==> src/rtl/swt_pkg.sv <==
// shared constants and types of the sleep wake-up table
`default_nettype none

package swt_pkg;

  // table geometry
  localparam int SLOTS        = 16;
  localparam int IDX_W        = $clog2(SLOTS);
  localparam int CNT_W        = $clog2(SLOTS + 1);

  // woken results one tick may give at most
  localparam int RESULT_LIMIT = 16;
  localparam int EMIT_W       = $clog2(RESULT_LIMIT + 1);

  // field widths
  localparam int TICK_W       = 63;
  localparam int TID_W        = 8;
  localparam int DUR_W        = 32;

  // queue between front and back
  localparam int QDEPTH       = 2;
  localparam int QPTR_W       = $clog2(QDEPTH);
  localparam int QCNT_W       = $clog2(QDEPTH + 1);

  // operation codes
  localparam logic OP_TICK  = 1'b0;
  localparam logic OP_SLEEP = 1'b1;

  // result kinds
  localparam logic [1:0] KIND_STATUS = 2'd0;
  localparam logic [1:0] KIND_WOKEN  = 2'd1;
  localparam logic [1:0] KIND_NONE   = 2'd2;

  // sleep status codes
  localparam logic [1:0] ST_OK     = 2'd0;
  localparam logic [1:0] ST_NONPOS = 2'd1;
  localparam logic [1:0] ST_FULL   = 2'd2;

  // classified word handed from front to back
  typedef struct packed {
    logic               is_sleep;
    logic               nonpos;
    logic [TID_W-1:0]   thread_id;
    logic [DUR_W-2:0]   dur;
  } swt_item_t;

  // one table entry
  typedef struct packed {
    logic [TICK_W-1:0]  wake;
    logic [TID_W-1:0]   tid;
  } swt_entry_t;

endpackage

`default_nettype wire

==> src/rtl/sleep_wakeup_table.sv <==
// top level of the sleep wake-up table
//
//  channel  dir  handshake             tdata / tuser / tlast
//  in_      in   in_tvalid/in_tready   tdata: thread_id, sleep_ticks; tuser: operation
//  out_     out  out_tvalid/out_tready tdata: status, woken_thread, now_tick;
//                                      tuser: result_kind; tlast: last
//
//  a sleep word is handled in the back end once it reaches the queue head and the
//  result register is free; a tick word is handled as one start step, one step per
//  stored entry through the single table read port, and one closing step
//  reset clears the tick count, entry count and queue; the table is not cleared
//  a stalled out_tready holds the scan while the front queue takes words until full
`default_nettype none

module sleep_wakeup_table
  import swt_pkg::*;
(
  input  logic        clk,
  input  logic        rst_n,
  // input stream
  input  logic        in_tvalid,
  output logic        in_tready,
  input  logic [39:0] in_tdata,    // [7:0] thread_id, [39:8] sleep_ticks
  input  logic        in_tuser,    // [0] operation
  // result stream
  output logic        out_tvalid,
  input  logic        out_tready,
  output logic [79:0] out_tdata,   // [1:0] status, [9:2] woken_thread,
                                   // [72:10] now_tick, [79:73] zero
  output logic [1:0]  out_tuser,   // [1:0] result_kind
  output logic        out_tlast    // last word caused by one input word
);

  // words between front and back
  logic              q_valid;
  swt_item_t         q_item;
  logic              q_pop;

  logic [1:0]        res_status;
  logic [TID_W-1:0]  res_thread;
  logic [TICK_W-1:0] res_now;

  // front: accept and classify into the short queue
  swt_front u_front (
    .clk            (clk),
    .rst_n          (rst_n),
    .in_valid       (in_tvalid),
    .in_ready       (in_tready),
    .in_op          (in_tuser),
    .in_thread_id   (in_tdata[7:0]),
    .in_sleep_ticks (in_tdata[39:8]),
    .q_valid        (q_valid),
    .q_item         (q_item),
    .q_pop          (q_pop)
  );

  // back: table, scan and result register
  swt_back u_back (
    .clk        (clk),
    .rst_n      (rst_n),
    .q_valid    (q_valid),
    .q_item     (q_item),
    .q_pop      (q_pop),
    .out_valid  (out_tvalid),
    .out_ready  (out_tready),
    .out_kind   (out_tuser),
    .out_status (res_status),
    .out_thread (res_thread),
    .out_now    (res_now),
    .out_last   (out_tlast)
  );

  // pack the result word, padding to whole bytes
  assign out_tdata = {7'b0, res_now, res_thread, res_status};

endmodule

`default_nettype wire

==> src/rtl/swt_front.sv <==
// front end: accepts input words, classifies them and queues them for the back end
`default_nettype none

module swt_front
  import swt_pkg::*;
(
  input  logic                    clk,
  input  logic                    rst_n,
  input  logic                    in_valid,
  output logic                    in_ready,
  input  logic                    in_op,
  input  logic [TID_W-1:0]        in_thread_id,
  input  logic signed [DUR_W-1:0] in_sleep_ticks,
  output logic                    q_valid,
  output swt_item_t               q_item,
  input  logic                    q_pop
);

  swt_item_t             q_mem_r [QDEPTH];
  logic [QPTR_W-1:0]     wr_ptr_r;
  logic [QPTR_W-1:0]     rd_ptr_r;
  logic [QCNT_W-1:0]     cnt_r;
  logic [QCNT_W-1:0]     cnt_nxt;
  logic                  push;
  logic                  pop;
  swt_item_t             item_in;

  assign in_ready = (cnt_r != QCNT_W'(QDEPTH));
  assign q_valid  = (cnt_r != '0);
  assign q_item   = q_mem_r[rd_ptr_r];
  assign push     = in_valid && in_ready;
  assign pop      = q_pop && q_valid;

  // length of zero or a negative one is marked here
  always_comb begin
    item_in.is_sleep  = (in_op == OP_SLEEP);
    item_in.nonpos    = in_sleep_ticks[DUR_W-1] || (in_sleep_ticks == '0);
    item_in.thread_id = in_thread_id;
    item_in.dur       = in_sleep_ticks[DUR_W-2:0];
  end

  always_comb begin
    cnt_nxt = cnt_r;
    if (push && !pop) begin
      cnt_nxt = cnt_r + 1'b1;
    end else if (pop && !push) begin
      cnt_nxt = cnt_r - 1'b1;
    end
  end

  always_ff @(posedge clk) begin
    if (!rst_n) begin
      wr_ptr_r <= '0;
      rd_ptr_r <= '0;
      cnt_r    <= '0;
    end else begin
      cnt_r <= cnt_nxt;
      if (push) begin
        wr_ptr_r <= (wr_ptr_r == QPTR_W'(QDEPTH - 1)) ? '0 : wr_ptr_r + 1'b1;
      end
      if (pop) begin
        rd_ptr_r <= (rd_ptr_r == QPTR_W'(QDEPTH - 1)) ? '0 : rd_ptr_r + 1'b1;
      end
    end
  end

  always_ff @(posedge clk) begin
    if (push) begin
      q_mem_r[wr_ptr_r] <= item_in;
    end
  end

endmodule

`default_nettype wire

==> src/rtl/swt_back.sv <==
// back end: tick counter, entry table, compacting scan and result register
`default_nettype none

module swt_back
  import swt_pkg::*;
(
  input  logic              clk,
  input  logic              rst_n,
  input  logic              q_valid,
  input  swt_item_t         q_item,
  output logic              q_pop,
  output logic              out_valid,
  input  logic              out_ready,
  output logic [1:0]        out_kind,
  output logic [1:0]        out_status,
  output logic [TID_W-1:0]  out_thread,
  output logic [TICK_W-1:0] out_now,
  output logic              out_last
);

  localparam logic S_IDLE = 1'b0;
  localparam logic S_SCAN = 1'b1;

  logic               state_r, state_nxt;
  logic [TICK_W-1:0]  tick_r, tick_nxt;
  logic [CNT_W-1:0]   used_r, used_nxt;
  logic [CNT_W-1:0]   scan_i_r, scan_nxt;
  logic [CNT_W-1:0]   keep_r, keep_nxt;
  logic [CNT_W-1:0]   scan_inc;
  logic [EMIT_W-1:0]  emit_cnt_r, emit_cnt_nxt;
  logic               pend_v_r, pend_v_nxt;
  logic [TID_W-1:0]   pend_tid_r, pend_tid_nxt;

  swt_entry_t         mem_r [SLOTS];
  swt_entry_t         rd_entry_r;
  swt_entry_t         mem_wdata;
  logic               mem_we;
  logic [IDX_W-1:0]   mem_waddr;
  logic [IDX_W-1:0]   raddr;

  logic               out_valid_r;
  logic [1:0]         out_kind_r;
  logic [1:0]         out_status_r;
  logic [TID_W-1:0]   out_thread_r;
  logic [TICK_W-1:0]  out_now_r;
  logic               out_last_r;

  logic               out_free;
  logic               due;
  logic               emit;
  logic [1:0]         e_kind;
  logic [1:0]         e_status;
  logic [TID_W-1:0]   e_thread;
  logic               e_last;

  assign out_free = !out_valid_r || out_ready;
  assign scan_inc = scan_i_r + 1'b1;
  assign due      = (rd_entry_r.wake <= tick_r) &&
                    (emit_cnt_r < EMIT_W'(RESULT_LIMIT));

  always_comb begin
    q_pop        = 1'b0;
    mem_we       = 1'b0;
    mem_waddr    = used_r[IDX_W-1:0];
    mem_wdata    = rd_entry_r;
    raddr        = scan_i_r[IDX_W-1:0];
    emit         = 1'b0;
    e_kind       = KIND_STATUS;
    e_status     = ST_OK;
    e_thread     = '0;
    e_last       = 1'b1;
    state_nxt    = state_r;
    tick_nxt     = tick_r;
    used_nxt     = used_r;
    scan_nxt     = scan_i_r;
    keep_nxt     = keep_r;
    emit_cnt_nxt = emit_cnt_r;
    pend_v_nxt   = pend_v_r;
    pend_tid_nxt = pend_tid_r;

    case (state_r)
      S_IDLE: begin
        if (q_valid) begin
          if (q_item.is_sleep) begin
            if (out_free) begin
              q_pop = 1'b1;
              emit  = 1'b1;
              if (q_item.nonpos) begin
                e_status = ST_NONPOS;
              end else if (used_r == CNT_W'(SLOTS)) begin
                e_status = ST_FULL;
              end else begin
                e_status       = ST_OK;
                mem_we         = 1'b1;
                mem_waddr      = used_r[IDX_W-1:0];
                mem_wdata.wake = tick_r + TICK_W'(q_item.dur);
                mem_wdata.tid  = q_item.thread_id;
                used_nxt       = used_r + 1'b1;
              end
            end
          end else begin
            // tick: bump the count and start the scan at entry zero
            q_pop        = 1'b1;
            tick_nxt     = tick_r + 1'b1;
            raddr        = '0;
            scan_nxt     = '0;
            keep_nxt     = '0;
            emit_cnt_nxt = '0;
            pend_v_nxt   = 1'b0;
            state_nxt    = S_SCAN;
          end
        end
      end
      S_SCAN: begin
        if (scan_i_r == used_r) begin
          // closing result carries the final flag
          if (out_free) begin
            emit       = 1'b1;
            e_last     = 1'b1;
            if (pend_v_r) begin
              e_kind   = KIND_WOKEN;
              e_thread = pend_tid_r;
            end else begin
              e_kind   = KIND_NONE;
            end
            used_nxt   = keep_r;
            pend_v_nxt = 1'b0;
            state_nxt  = S_IDLE;
          end
        end else if (due) begin
          // a due entry is held back one step so the final flag is known
          if (!pend_v_r || out_free) begin
            if (pend_v_r) begin
              emit     = 1'b1;
              e_kind   = KIND_WOKEN;
              e_thread = pend_tid_r;
              e_last   = 1'b0;
            end
            pend_v_nxt   = 1'b1;
            pend_tid_nxt = rd_entry_r.tid;
            emit_cnt_nxt = emit_cnt_r + 1'b1;
            scan_nxt     = scan_inc;
            raddr        = scan_inc[IDX_W-1:0];
          end
        end else begin
          // entry stays: close it up at the keep position
          mem_we    = 1'b1;
          mem_waddr = keep_r[IDX_W-1:0];
          mem_wdata = rd_entry_r;
          keep_nxt  = keep_r + 1'b1;
          scan_nxt  = scan_inc;
          raddr     = scan_inc[IDX_W-1:0];
        end
      end
      default: begin
        state_nxt = S_IDLE;
      end
    endcase
  end

  always_ff @(posedge clk) begin
    if (!rst_n) begin
      state_r    <= S_IDLE;
      tick_r     <= '0;
      used_r     <= '0;
      scan_i_r   <= '0;
      keep_r     <= '0;
      emit_cnt_r <= '0;
      pend_v_r   <= 1'b0;
    end else begin
      state_r    <= state_nxt;
      tick_r     <= tick_nxt;
      used_r     <= used_nxt;
      scan_i_r   <= scan_nxt;
      keep_r     <= keep_nxt;
      emit_cnt_r <= emit_cnt_nxt;
      pend_v_r   <= pend_v_nxt;
    end
  end

  always_ff @(posedge clk) begin
    pend_tid_r <= pend_tid_nxt;
  end

  // entry table, one write and one registered read a cycle
  always_ff @(posedge clk) begin
    if (mem_we) begin
      mem_r[mem_waddr] <= mem_wdata;
    end
    rd_entry_r <= mem_r[raddr];
  end

  // result register
  always_ff @(posedge clk) begin
    if (!rst_n) begin
      out_valid_r <= 1'b0;
    end else if (emit) begin
      out_valid_r <= 1'b1;
    end else if (out_ready) begin
      out_valid_r <= 1'b0;
    end
  end

  always_ff @(posedge clk) begin
    if (emit) begin
      out_kind_r   <= e_kind;
      out_status_r <= e_status;
      out_thread_r <= e_thread;
      out_now_r    <= tick_r;
      out_last_r   <= e_last;
    end
  end

  assign out_valid  = out_valid_r;
  assign out_kind   = out_kind_r;
  assign out_status = out_status_r;
  assign out_thread = out_thread_r;
  assign out_now    = out_now_r;
  assign out_last   = out_last_r;

`ifndef SYNTHESIS
  a_used_bound: assert property (@(posedge clk) disable iff (!rst_n)
    used_r <= CNT_W'(SLOTS))
    else $error("entry count beyond table size");

  a_keep_behind: assert property (@(posedge clk) disable iff (!rst_n)
    (state_r == S_SCAN) |-> (keep_r <= scan_i_r) && (scan_i_r <= used_r))
    else $error("compaction index ahead of scan index");

  a_none_last: assert property (@(posedge clk) disable iff (!rst_n)
    (out_valid_r && (out_kind_r == KIND_NONE)) |-> out_last_r)
    else $error("none-woken result without final flag");

  a_sleep_grow: assert property (@(posedge clk) disable iff (!rst_n)
    (state_r == S_IDLE && q_pop && q_item.is_sleep && mem_we)
      |=> (used_r == $past(used_r) + 1'b1))
    else $error("accepted sleep did not add an entry");

  a_scan_wait: assert property (@(posedge clk) disable iff (!rst_n)
    (state_r == S_SCAN && scan_i_r == used_r && out_valid_r && !out_ready)
      |=> (state_r == S_SCAN))
    else $error("scan closed while result register blocked");
`endif

endmodule

`default_nettype wire
==> config.mk <==
export PLATFORM = sky130hd
export DESIGN_NAME = sleep_wakeup_table
export DESIGN_NICKNAME = d
export VERILOG_FILES = /design/src/rtl/swt_pkg.sv /design/src/rtl/sleep_wakeup_table.sv /design/src/rtl/swt_front.sv /design/src/rtl/swt_back.sv
export SDC_FILE = /design/constraint.sdc
export NUM_CORES = 2
export LEC_CHECK = 0
export BUFFER_PORTS_ARGS = -buffer_cell sky130_fd_sc_hd__buf_2
export CORE_AREA = 3 3 356 358
export DETAILED_ROUTE_END_ITERATION = 7
export DIE_AREA = 0 0 359 361
export PLACE_DENSITY = 0.74
export SKIP_LAST_GASP = 1
export SLEW_MARGIN = 15
export SYNTH_ARGS = -nofsm -noshare
export SYNTH_HDL_FRONTEND = slang
export SYNTH_SLANG_ARGS = --single-unit
==> constraint.sdc <==
create_clock -name clk -period 7.3 [get_ports clk]
set_input_delay 0.365 -clock clk [delete_from_list [all_inputs] [get_ports clk]]
set_output_delay 0.365 -clock clk [all_outputs]
set_load 0.005 [all_outputs]
; ---- Yosys cells after proc, flatten, opt, wreduce, memory -nomap -nowiden
; Memory sizes are Yosys's and may differ from the RTL's. A register that Yosys moved wholly into a read port is not among the register bits.
; Cells that the tools add are included.
[totals]
n_memories = 2
wordCells = 177
mem_bits_rw = 1218
ff_bits = 174
out_inout_bits = 85
in_bits = 45
[op_classes]
add_sub_neg = 10
bitwise_logic = 7
magnitude_cmp = 2
n_reduce_logical = 26
n_eq_ne = 19
mux = 93
[mem_list]
columns = name, words, width, rd, rd_clocked_by_memory_dff, wr, line
row1 = u_back.mem_r, 16, 71, 1, 1, 1, swt_back.sv:34  ; swt_entry_t mem_r [SLOTS];
row2 = u_front.q_mem_r, 2, 41, 1, 1, 1, swt_front.sv:19  ; swt_item_t q_mem_r [QDEPTH];
[ops]
columns = cell, n
row1 = two-way mux 71 bit, 5
row2 = one-hot mux 71 bit (2 select lines), 1
row3 = two-way mux 5 bit, 17
row4 = adder 63 x 1 -> 63 bit (second input constant), 1
row5 = adder 63 x 31 -> 63 bit, 1
row6 = less-or-equal comparator 63 bit, 1
row7 = two-way mux 1 bit, 40
row8 = two-way mux 8 bit, 5
row9 = one-hot mux 5 bit (2 select lines), 4
row10 = logical NOT 32 bit, 1
row11 = two-way mux 4 bit, 7
row12 = != test 2 bit (second input constant), 12
row13 = adder 5 x 1 -> 5 bit (second input constant), 4
row14 = two-way mux 2 bit, 8
row15 = one-hot mux 4 bit (2 select lines), 2
row16 = != test 3 bit (second input constant), 4
row17 = AND reduction 4 bit, 3
row18 = AND reduction 5 bit, 2
row19 = one-hot mux 1 bit (2 select lines), 4
row20 = OR reduction 4 bit, 2
row21 = NOT 1 bit, 7
row22 = AND reduction 7 bit, 1
row23 = nonzero test 2 bit, 3
row24 = == test 5 bit, 1
row25 = other kinds (11), 21

; ---- Longest topological paths before layout
[logic_depth]
depth_word = 10
depth_mapped = 18

; ---- Cells and area by module
; Synthesis repeated with hierarchy kept, for this count alone.
[hier_totals]
hier_cells = 4207
area_unflattened_um2 = 59922.5
[by_module_without_submodules]
columns = module, cells_each, area_each_um2, n_inst, seq_area_each_um2
row1 = swt_back, 4035, 56620.6, 1, 39778.2
row2 = swt_front, 164, 3245.6, 1, 2562.5
row3 = sleep_wakeup_table, 8, 56.3, 1, 0.0

; ---- Least setup slack after synthesis
; No wires, ideal clock.
[synth_path]
path_type = reg2reg
startpoint = register u_back.tick_r[53]
endpoint = memory u_back.mem_r[4][0] in the netlist's numbering, enable pin
slack_ns = 0.591
stages_incl_launch_ff = 15
path_buffers = 1
t_arrival_ns = 6.201
cell_sequence = dfxtp_1 > clkbuf_1 > inv_1 > ha_1 > nand4_1 > nor4_1 > nand2_1 > or3_1 > o32ai_4 > o21a_4 > nor2_1 > nor2_1 > nand2_1 > o21ai_0 > nor2b_1
[synth_between]
elab_chain_len = 7
[synth_lines]
columns = item, line
row1 = "start, declared", swt_back.sv:25  ; logic [TICK_W-1:0] tick_r, tick_nxt;
row2 = "start signal, assigned", swt_back.sv:172  ; tick_r <= tick_nxt;
row3 = less-or-equal comparator 63 bit (*), swt_back.sv:58  ; assign due = (rd_entry_r.wake <= tick_r) &&
row4 = logical AND 1 bit (*), swt_back.sv:58
row5 = two-way mux 1 bit, swt_back.sv:130  ; end else if (due) begin
row6 = two-way mux 1 bit, swt_back.sv:115  ; if (scan_i_r == used_r) begin
row7 = one-hot mux 1 bit (2 select lines), swt_back.sv:81  ; case (state_r)
row8 = two-way mux 1 bit, swt_back.sv:187  ; if (mem_we) begin
row9 = two-way mux 1 bit (implied by the code), swt_back.sv:188  ; mem_r[mem_waddr] <= mem_wdata;
row10 = "end, declared", swt_back.sv:34
; Mark *: on every way between the ends. The rest lies on a longest branch, timed or not.

; ---- Worst setup path in the final report
[layout_path]
startpoint = register u_back.tick_r[47]
endpoint = register, netlist name u_back.rd_entry_r[48]
[layout_between]
elab_chain_len = 5
[layout_lines]
columns = item, line
row1 = less-or-equal comparator 63 bit, swt_back.sv:58
row2 = logical AND 1 bit, swt_back.sv:58
row3 = two-way mux 4 bit, swt_back.sv:130
row4 = two-way mux 4 bit, swt_back.sv:115
row5 = one-hot mux 4 bit (2 select lines), swt_back.sv:81
; Every way passes these cells.
; A chain may end at the register's enable or synchronous reset.

==> results by group <==
Die
  • FP Rows: 129
  • # IOs: 130
  • Initial Util: 49.9%
  • Core Box Area: 124,000 um2
  • Die H: 361 um
  • Die ar.: 130,000 um2
  • Die width: 359 um

Logic synthesis
  • Synthesized area: 61,700 um2
  • Cells after Synth: 4,177
  • Synth unique cells: 78
  • Top FF cell, synth: edfxtp_1
  • Number of synthesized flops with an enable pin: 1,302
  • Synthesized flop and latch total: 1,464
  • FFs w/ async S/R, synth: 0%
  • Register area share after synthesis: 68.7%
  • Synth warn: 0
  • Synth Area per Inst: 14.8 um2

Setup path
  • Crit Path Max Fanout: 234
  • Buf+Inv Stages, Crit Path: 4
  • WS Path Type: flop to flop
  • Worst EP arrival: 6.66 ns
  • Critical path depth: 15
  • Crit-path leading delay family: simple AND/OR/NAND/NOR gates
  • CP peak stage delay: 0.74 ns
  • Reg-to-reg slack, setup: 1.24 ns
  • Crit start category: flop
  • Reg-to-reg startpoint: u_back.tick_r[47]
  • Worst Reg-to-Reg Cells: 15
  • Cells along the critical path: inv_1, ha_1, nand4_1, nor4_1, buf_4, nand4_1, or4_4, o21a_4, o211ai_4, buf_4, buf_12, a21boi_0, o211ai_1, o2111ai_1, a211o_1
  • Critical Path RT: 7.90 ns
  • Crit-path slowest cell: or4_4
  • Reg2reg end: u_back.rd_entry_r[48]
  • CP endpoint kind: flop

GRT
  • Pin count of the biggest net entering global routing: 247
  • Initial antenna violation count: 5
  • Vias in the first global route: 35,900
  • First-pass GRT wire length: 224,000 um
  • Total Routing Usage GR: 22.5%
  • Overflow after GRT: 0

Cells and area
  • Fin cells: 6,117
  • Nets: 4,508
  • Fillers: 9,493
  • N_diodes: 0
  • Design Area, Final: 69,500 um2
  • Layout cell share with drive strength beyond 1: 12.3%
  • Area Overhead vs Synth: 12.7%

Timing
  • Total negative slack: 0 ns
  • Setup violations, final: 0
  • Hold Fails Final Rpt: 0
  • Slew Viols, Final: 0
  • Min setup slack post-route: 1.24 ns
  • RSZ-0062 raised after global routing: no
  • Slew @ Worst Pin: 1.14 ns
  • Period utilisation layout: 83.1%
  • FMAX: 165 MHz
  • Max_slew headroom: 23.9%
  • Final Critical Period: 6.06 ns
  • Clock Skew: 0.0343 ns

Routing
  • Vias: 36,700
  • Avg WL per Cell: 24.5 um
  • First-pass detailed-route iteration total: 6
  • Antenna Nets Post-Route: 0
  • Detailed Route Iter0 Violations: 3,838
  • Vias/cell: 6.00
  • # DRC: 0
  • Routed WL: 150,000 um

Placed design
  • Placed cell count: 5,811
  • Place WS: 1.41 ns
  • Hpwl dp: 85,300 um
  • Port Buffers: 122
  • Placed instance area: 64,400 um2
  • Placer congestion estimate: 0.827

Clock tree
  • Clock Sinks: 1,464
  • Root buf cell: clkbuf_16
  • Post-CTS sizing: 0
  • Worst-Skew Late Latency: 0.75 ns
  • Setup bufs post-CTS: 0
  • CTS tree: built
  • CTS Buf Count: 144
  • H-tree lvl count: 4
  • CTS max path bufs: 3
  • Hold bufs inserted after CTS: 41
  • Reg clk slew, reported paths: 0.06 ns

Hold path
  • End of the worst hold path: u_back.out_valid
  • Origin of the worst min-delay path: out_tready
  • Worst Hold Path Cells: 4
  • Hold Crit Class: input port to flop

Pwr
  • Pwr Density: 340 nW/um2
  • P_leak: 23.8 nW
  • Total power: 23.6 mW
  • Peak supply drop: 0.000316 V

Flow run
  • Max-Cap Viols: 0

Status
  • Outcome: finished, final reports clean
## logic make-up (layout without fill, tap and decap cells)
logic type                 Yosys count  in the layout  synth area share [%]
DFF                               1464           1464                  68.7
AOI/OAI and AO/OA                  961            961                  10.8
and+or+nand+nor                    716            716                  6.34
muxes                              473            473                  7.76
buffers and inverters              344            641                  2.66
xor gates and xnor gates           116            116                  1.66
adders and majority gates          102            102                  2.08
other                                1              7               0.00608
## worst max-delay path by stage
stage / endpoint / slack [ns] / start
finish: u_back.rd_entry_r[48] / 1.24 / u_back.tick_r[47]
global route: u_back.mem_r[7][52] / 0.91 / u_back.tick_r[53]
CTS: u_back.mem_r[8][34] / 1.34 / u_back.tick_r[47]
detailed placement: u_back.mem_r[8][32] / 1.41 / u_back.tick_r[47]
global placement: u_back.mem_r[8][34] / 1.43 / u_back.tick_r[53]
floorplan: u_back.mem_r[4][0] / 0.59 / u_back.tick_r[53]
## metal layers
layer	GRT usage (%)	part of all wire [%]	wire (um)	vias up
li1	-	-	-	16600
met3	3.89	8.4	12700	287
met4	6.83	2.5	3750	4
met1	31.6	42	63600	18300
met5	0	0.015	23	-
met2	36.2	47	70000	1576
## flip-flops by register name, indices dropped and copies added (netlist names), 8 cells and up, named ones only
register / count
u_back.mem_r: 1136
u_back.out_now: 63
u_back.out_thread: 8
u_back.pend_tid_r: 8
u_back.rd_entry_r: 71
u_back.tick_r: 63
u_front.q_mem_r: 82
## cells in the final DEF, fill, tap and decap left out, types with 10 or more instances in the layout
cell type,instances
a21oi_1,61
a21o_1,26
and2_1,61
xnor2_1,95
nor3_1,33
clkbuf_8,21
buf_4,110
o21ai_1,74
nand2_1,148
inv_1,81
nor4_1,15
buf_12,22
nor2_1,63
clkbuf_1,36
mux2i_1,439
a21boi_0,198
dlygate4sd3_1,41
xor2_1,20
o21ai_0,185
o211ai_1,76
o2111ai_1,73
o22ai_1,73
clkinv_2,18
or4_1,11
nor2b_1,10
a21boi_1,40
clkinv_1,23
a211o_1,72
o21a_1,10
nand3_1,43
buf_2,122
mux2_2,33
a211oi_1,16
or3_1,23
and3_1,224
ha_1,101
nand4_1,33
dfxtp_1,161
clkbuf_16,148
edfxtp_1,1302
## area by class of cell
type | count | area, um2 | share of cell area [%]
sequential | 1464 | 42300 | 60.9
multi-input combinational | 2375 | 17900 | 25.7
clock buffer | 205 | 4130 | 5.94
timing repair buffer | 295 | 2290 | 3.29
tap | 1637 | 2050 | 2.95
clock inverter | 60 | 514 | 0.740
inverter | 81 | 304 | 0.437
## power by group
group	switching [mW]	internal, mW	total (mW)
Clock	3.07	4.16	7.24
Sequential	0.416	11.1	11.6
Combinational	3.28	1.53	4.81
## metrics by stage
step / hold WS [ns] / util, %
4_1_cts: 0.0907 / 56.2
3_5_place_dp: 0.437 / 52.1
6_report: 0.142 / 56.2
2_1_floorplan: 0.406 / -
3_3_place_gp: 0.437 / 52.1
5_1_grt: 0.139 / 56.2
## synthesized netlist by cell type, types with 15 or more instances
master | instances | area share, %
buf_6 | 32 | 0.58
a21oi_1 | 61 | 0.50
o2111ai_1 | 73 | 1.0
ha_1 | 101 | 2.0
nor3_1 | 33 | 0.27
o21ai_0 | 192 | 1.6
xor2_1 | 20 | 0.28
o21ai_1 | 71 | 0.58
nand2_1 | 148 | 0.90
nor4_1 | 15 | 0.15
a21o_1 | 26 | 0.32
o22ai_1 | 73 | 0.74
and2_1 | 69 | 0.70
a211o_1 | 72 | 1.0
or3_1 | 24 | 0.24
o211ai_1 | 76 | 0.93
a21boi_0 | 198 | 2.4
inv_1 | 81 | 0.49
xnor2_1 | 95 | 1.3
nand3_1 | 44 | 0.36
edfxtp_1 | 1302 | 63
mux2_2 | 33 | 0.60
and3_1 | 225 | 2.3
dfxtp_1 | 162 | 5.3
buf_2 | 53 | 0.43
mux2i_1 | 439 | 7.1
clkbuf_1 | 158 | 0.96
a21boi_1 | 40 | 0.49
a211oi_1 | 16 | 0.19
nand4_1 | 33 | 0.33
nor2_1 | 68 | 0.41
## worst reg2reg max path, delay by kind of cell (launching register included)
family          cells  cell delay (ns)
compound gates      6             1.89
simple gates        4             1.70
buf+inv             4             1.52
flops               1             0.54
fa+ha+maj           1             0.30
Power figures use the tool's default switching activity.
